File: config.mk
export PLATFORM = sky130hd
export DESIGN_NAME = tlsch_front_flat
export DESIGN_NICKNAME = d
export VERILOG_FILES = /design/src/hdl/tlsch_pkg.sv /design/src/hdl/tlsch_if.sv /design/src/hdl/tlsch_front.sv /design/src/flat_wrapper.sv
export SDC_FILE = /design/constraint.sdc
export NUM_CORES = 1
export LEC_CHECK = 0
export ABC_AREA = 1
export BUFFER_PORTS_ARGS = -buffer_cell sky130_fd_sc_hd__clkbuf_2
export CORE_MARGIN = 3
export CORE_UTILIZATION = 50
export DETAILED_ROUTE_END_ITERATION = 6
export GPL_TIMING_DRIVEN = 0
export PLACE_DENSITY = 0.78
export SLEW_MARGIN = 10
export SYNTH_ARGS = -nofsm -noshare
export SYNTH_HDL_FRONTEND = slang
export SYNTH_SLANG_ARGS = --single-unit
export TNS_END_PERCENT = 30
File: constraint.sdc
create_clock -name clk -period 5.55 [get_ports clk]
set_input_delay 0 -clock clk [delete_from_list [all_inputs] [get_ports clk]]
set_output_delay 0 -clock clk [all_outputs]
set_load 0.02 [all_outputs]
File: src/hdl/tlsch_pkg.sv
// Shared types and constants for the TLS ClientHello checker.
`timescale 1ns / 1ps

package tlsch_pkg;

	localparam logic [7:0]  HELLO_TYPE  = 8'd1;
	localparam logic [15:0] VERSION_12  = 16'h0303;
	localparam logic [15:0] SUITE_RESET = 16'hC02F;
	localparam logic [15:0] COUNT_MAX   = 16'hFFFF;

	// Byte offsets inside the message, type byte at zero.
	localparam int unsigned MIN_LEN     = 39;
	localparam int unsigned RANDOM_LAST = 37;
	localparam int unsigned SESSION_POS = 38;

	localparam int unsigned RANDOM_W = 256;
	localparam int unsigned WORD_W   = 64;

	typedef enum logic [2:0] {
		ST_OK          = 3'd0,
		ST_SHORT       = 3'd1,
		ST_LENGTH      = 3'd2,
		ST_VERSION     = 3'd3,
		ST_NO_LIST_LEN = 3'd4,
		ST_BAD_LIST    = 3'd5,
		ST_NO_SUITE    = 3'd6
	} status_t;

	typedef logic [1:0] word_idx_t;

	// Verdict handed from the parser to the result emitter.
	typedef struct packed {
		status_t               status;
		logic [15:0]           suite;
		logic [RANDOM_W-1:0]   random;
	} verdict_t;

endpackage

File: src/hdl/tlsch_if.sv
// Channel interfaces: message bytes, configuration writes and result items.
`timescale 1ns / 1ps

interface tlsch_in_if;
	logic       valid;
	logic       ready;
	logic [7:0] data_byte;
	logic       last_byte;

	modport source (output valid, data_byte, last_byte, input ready);
	modport sink   (input valid, data_byte, last_byte, output ready);
	modport mon    (input valid, ready, data_byte, last_byte);
endinterface

interface tlsch_cfg_if;
	logic        valid;
	logic        ready;
	logic [15:0] data;

	modport source (output valid, data, input ready);
	modport sink   (input valid, data, output ready);
	modport mon    (input valid, ready, data);
endinterface


File: src/hdl/tlsch_front.sv
// Byte parser: records header fields, scans cipher suites, judges on the last byte.
`timescale 1ns / 1ps

module tlsch_front (
	input  logic               clk,
	input  logic               arst_n,
	tlsch_in_if.sink           hello,
	tlsch_cfg_if.sink          cfg,
	output logic               push,
	output tlsch_pkg::verdict_t push_data,
	input  logic               full
);
	import tlsch_pkg::*;

	logic [15:0]         wanted_q;
	logic [15:0]         count_q;
	logic [7:0]          type_q,    type_n;
	logic [23:0]         body_q,    body_n;
	logic [15:0]         version_q, version_n;
	logic [RANDOM_W-1:0] random_q,  random_n;
	logic [7:0]          session_q, session_n;
	logic [15:0]         list_q,    list_n;
	logic [7:0]          high_q,    high_n;
	logic                seen_q,    seen_n;

	logic        accept;
	logic        over;
	logic [15:0] start;
	logic [15:0] off;
	logic [15:0] k;
	logic [16:0] n;
	logic [24:0] len_total;
	logic [8:0]  pos;
	logic [17:0] list_end;
	status_t     status;

	assign cfg.ready   = 1'b1;
	assign hello.ready = !full;
	assign accept      = hello.valid && !full;
	assign over        = (count_q == COUNT_MAX);

	assign start = 16'(MIN_LEN) + {8'h00, session_q};
	assign off   = count_q - start;
	assign k     = off - 16'd2;

	// Field capture for the byte at position count_q
	always_comb begin
		type_n    = type_q;
		body_n    = body_q;
		version_n = version_q;
		random_n  = random_q;
		session_n = session_q;
		list_n    = list_q;
		high_n    = high_q;
		seen_n    = seen_q;
		if (!over) begin
			priority if (count_q == 16'd0) begin
				type_n = hello.data_byte;
			end else if (count_q <= 16'd3) begin
				body_n = {body_q[15:0], hello.data_byte};
			end else if (count_q <= 16'd5) begin
				version_n = {version_q[7:0], hello.data_byte};
			end else if (count_q <= 16'(RANDOM_LAST)) begin
				random_n = {random_q[RANDOM_W-9:0], hello.data_byte};
			end else if (count_q == 16'(SESSION_POS)) begin
				session_n = hello.data_byte;
			end else begin
				// Session id bytes pass through untouched
				if (count_q >= start) begin
					priority if (off == 16'd0) begin
						list_n = {hello.data_byte, 8'h00};
					end else if (off == 16'd1) begin
						list_n = list_q | {8'h00, hello.data_byte};
					end else begin
						if (k < list_q) begin
							if (!k[0]) begin
								high_n = hello.data_byte;
							end else if ({high_q, hello.data_byte} == wanted_q) begin
								seen_n = 1'b1;
							end
						end
					end
				end
			end
		end
	end

	// Checks in priority order, on the updated fields
	assign n         = {1'b0, count_q} + 17'd1;
	assign len_total = {1'b0, body_n} + 25'd4;
	assign pos       = 9'(MIN_LEN) + {1'b0, session_n};
	assign list_end  = {9'h000, pos} + 18'd3 + {2'b00, list_n};

	always_comb begin
		priority if (n < 17'(MIN_LEN) || type_n != HELLO_TYPE) begin
			status = ST_SHORT;
		end else if (over || len_total != {8'h00, n}) begin
			status = ST_LENGTH;
		end else if (version_n != VERSION_12) begin
			status = ST_VERSION;
		end else if (({8'h00, pos} + 17'd2) > n) begin
			status = ST_NO_LIST_LEN;
		end else if (list_n[0] || list_end > {1'b0, n}) begin
			status = ST_BAD_LIST;
		end else if (!seen_n) begin
			status = ST_NO_SUITE;
		end else begin
			status = ST_OK;
		end
	end

	assign push             = accept && hello.last_byte;
	assign push_data.status = status;
	assign push_data.suite  = wanted_q;
	assign push_data.random = random_n;

	always_ff @(posedge clk or negedge arst_n) begin
		if (!arst_n) begin
			wanted_q <= SUITE_RESET;
		end else if (cfg.valid) begin
			wanted_q <= cfg.data;
		end
	end

	always_ff @(posedge clk or negedge arst_n) begin
		if (!arst_n) begin
			count_q   <= '0;
			type_q    <= '0;
			body_q    <= '0;
			version_q <= '0;
			session_q <= '0;
			list_q    <= '0;
			high_q    <= '0;
			seen_q    <= 1'b0;
		end else if (accept) begin
			if (hello.last_byte) begin
				// Message done: clear per-message fields
				count_q   <= '0;
				type_q    <= '0;
				body_q    <= '0;
				version_q <= '0;
				session_q <= '0;
				list_q    <= '0;
				high_q    <= '0;
				seen_q    <= 1'b0;
			end else begin
				count_q   <= over ? count_q : count_q + 16'd1;
				type_q    <= type_n;
				body_q    <= body_n;
				version_q <= version_n;
				session_q <= session_n;
				list_q    <= list_n;
				high_q    <= high_n;
				seen_q    <= seen_n;
			end
		end
	end

	// Random bytes are all rewritten before any success reads them
	always_ff @(posedge clk) begin
		if (accept) begin
			random_q <= random_n;
		end
	end

endmodule

File: src/flat_wrapper.sv
// flat-port wrapper written by rule: the top's interface ports become plain ports
module tlsch_front_flat import tlsch_pkg::*;
  (clk, arst_n, push, push_data, full, hello_valid, hello_data_byte, hello_last_byte, hello_ready, cfg_valid, cfg_data, cfg_ready);
  tlsch_in_if hello_i ();
  tlsch_cfg_if cfg_i ();
  input  logic clk;
  input  logic arst_n;
  output logic push;
  output tlsch_pkg::verdict_t push_data;
  input  logic full;
  input wire logic [$bits(hello_i.valid)-1:0] hello_valid;
  input wire logic [$bits(hello_i.data_byte)-1:0] hello_data_byte;
  input wire logic [$bits(hello_i.last_byte)-1:0] hello_last_byte;
  output wire logic [$bits(hello_i.ready)-1:0] hello_ready;
  input wire logic [$bits(cfg_i.valid)-1:0] cfg_valid;
  input wire logic [$bits(cfg_i.data)-1:0] cfg_data;
  output wire logic [$bits(cfg_i.ready)-1:0] cfg_ready;
  assign hello_i.valid = hello_valid;
  assign hello_i.data_byte = hello_data_byte;
  assign hello_i.last_byte = hello_last_byte;
  assign hello_ready = hello_i.ready;
  assign cfg_i.valid = cfg_valid;
  assign cfg_i.data = cfg_data;
  assign cfg_ready = cfg_i.ready;
  tlsch_front u_core (.clk(clk), .arst_n(arst_n), .hello(hello_i), .cfg(cfg_i), .push(push), .push_data(push_data), .full(full));
endmodule
==> impl_metrics.csv <==
group,metric,value,unit
logic_synthesis,synth-warning-count,0,
cts,cts_tree,"built",
critical_path,cp.arrival,7350,ps
drt,wirelength,67.10,mm
timing,final.setup.tns,-5338,ps
cts,cts.sinks,369,
logic_synthesis,syn_area,0.02095,sq mm
status,violations,"negative setup slack",
cts,h-tree-depth,2,
global_route,grt_start_max_net_pins,106,
drt,dr.pass1.iters,6,
critical_path,cp-end-kind,"primary output",
drt,ant_nets,0,
power_and_ir_drop,leakage,11.37,nW
critical_path,worstSetupStartpointType,"flip-flop",
timing,skew,17.77,ps
global_route,gr-total-overflow,0,
logic_synthesis,synth_edf_count,256,
worst_hold_path,hold_class,"input pin to flip-flop",
global_route,grt_pass1_wl,98.24,mm
drt,drtIter0Drc,1690,
placement,place_congestion,0.9759,
critical_path,crit_required,5550,ps
drt,drc_errors,0,
finish,design_area,0.02625,sq mm
logic_synthesis,yosys_most_used_dff,"edfxtp_1",
die,fp.dieW,210.7,um
timing,slew_headroom,0.2627,
timing,period_share,1.325,
logic_synthesis,synth_seq_cells,369,
die,floorplan.initialDensity,0.5096,
logic_synthesis,yosysUniqueCellTypes,61,
die,die-area,0.04439,sq mm
timing,slew_violations,0,
placement,dp_cells,2873,
drt,vias,17673,
die,chipHeight,210.7,um
global_route,antenna_found_initial,4,
global_route,grt_pass1_vias,17055,
placement,hpwl,47.95,mm
status,run_status,"finished with violations",
timing,fmax,136.0,MHz
timing,fin_crit,7353,ps
finish,final_common_cell,"nand2_1",
cts,clk_pin_slew,60,ps
global_route,track_usage,0.2825,
logic_synthesis,synth_area_per_cell,10.32,sq um
critical_path,crit_slowest_cell,"dfrtp_2",
critical_path,crit_fanout,10,
power_and_ir_drop,power,7.150,mW
cts,cts_buffers,40,
logic_synthesis,ys_seq_area_frac,0.5023,
cts,ctsLongestPathBuffers,3,
timing,fin_hold_ws,80.28,ps
timing,setup_ws,-1803,ps
power_and_ir_drop,power_density,272.4,mW/mm^2
power_and_ir_drop,ir_worst_vdd,0.0002095,V
drt,wl_per_cell,21.92,um
timing,tightest_slew,1102,ps
cts,ctsRootBufferMaster,"clkbuf_16",
die,core,0.04111,sq mm
timing,finalSetupViolations,3,
cts,clock_latency,580,ps
timing,rsz0062_at_grt,"yes",
logic_synthesis,synth-async-reset-ratio,0.3062,
die,io-pin-count,308,
critical_path,path_class,"flip-flop to primary output",
finish,drive_gt1_frac,0.3839,
critical_path,max_stage_delay,470,ps
run,maxCapViolCount,0,
timing,finalHoldViolations,0,
finish,stdcell_count,3061,
placement,place_area,0.02325,sq mm
finish,syn2layout_area_growth,25.29,%
placement,numPortBuffers,306,
logic_synthesis,syn_inst,2031,
finish,final_cell_mix,"nand2_1, clkbuf_2, mux2_2, edfxtp_1, inv_1",
die,num_rows,74,
finish,finish.utilization,0.6385,
placement,pre_cts_ws,-2130,ps
finish,nets,2601,
drt,viasPerCell,5.774,
finish,fillers,3004,
[per-layer routing]
metal  GRT usage  vias up  routed length, um
met3     0.07233      255               6785
met2      0.4623      934              31440
met5           0        -                 36
met1      0.3494     8516              24950
met4      0.1425        4               3894
li1            -     7964                  -
[logic make-up (layout without fill, tap and decap cells)]
kind of cell	after synthesis	after routing	synth area share
other cells	2	8	0.0003584
fa+ha+maj	77	77	0.04670
simple gates	685	685	0.1493
xor+xnor	64	64	0.02711
buf+inv	312	804	0.06109
flops	369	369	0.5023
compound gates	266	266	0.07555
mux	256	256	0.1376
[critical path: cells and delay by family (launching register included)]
family | cells | cell delay, ps
adder cells (fa/ha/maj) | 5 | 1450
AO/OA/AOI/OAI | 10 | 1440
XOR/XNOR | 2 | 430
flip-flops | 1 | 470
AND/OR/NAND/NOR | 17 | 2220
buffers and inverters | 5 | 730
[registers in the layout, summed over array words and instances (netlist names)]
name,count
u_core.random_q,256
u_core.body_q,24
u_core.count_q,16
u_core.list_q,16
u_core.version_q,16
u_core.wanted_q,16
u_core.high_q,8
u_core.session_q,8
u_core.type_q,8
u_core.seen_q,1
[final timing paths]
path	startpoint	slack [ps]	cells after the start	end
max	u_core.count_q[0]	-1800	39	push_data[272]
min	hello_valid	80	4	u_core.version_q[8]
max reg2reg	u_core.session_q[0]	500	26	u_core.high_q[7]
min reg2reg	u_core.body_q[19]	480	2	u_core.body_q[19]
max in group asynchronous	arst_n	4640	4	u_core.wanted_q[5]
min in group asynchronous	arst_n	510	4	u_core.count_q[12]
[layout make-up]
class | count | area (sq um) | share of cell area
buffer | 64 | 362.8 | 0.01382
clock inverter | 23 | 152.6 | 0.005815
timing repair buffer | 420 | 2625 | 0.1000
sequential | 369 | 10530 | 0.4011
tap | 532 | 665.6 | 0.02536
inverter | 248 | 943.4 | 0.03594
antenna | 5 | 12.51 | 0.0004767
clock buffer | 49 | 1055 | 0.04018
multi-input combinational | 1351 | 9905 | 0.3773
[synth_stat cells, drive strengths merged, types with 20 or more instances]
library cell	n	share of area
nand3	92	0.025
mux2	256	0.14
xor2	44	0.019
o22ai	74	0.022
nand2	398	0.074
ha	75	0.045
nor2	129	0.029
edfxtp	256	0.37
clkbuf	24	0.0043
inv	243	0.044
o21ai	109	0.028
buf	40	0.012
nor3	21	0.0072
dfrtp	106	0.13
xnor2	20	0.0084
a21oi	52	0.014
nand4	30	0.0090
[timing repair]
item / 4_1_cts / 5_1_grt
endpoints found under the hold margin: 133 / 0
pin swaps: 48 / 97
gates resized for setup: 65 / 134
setup endpoints to repair: 3 / 11
hold buffers: 41 / 0
setup buffers: 24 / 46
[where the power goes]
part	internal [mW]	total, mW	switching (mW)
sequential	3.13	3.22	0.0954
clock	1.40	2.52	1.12
combinational	0.481	1.41	0.924
total	5.01	7.15	2.14
Note: power is estimated with default switching activity, not from simulation.
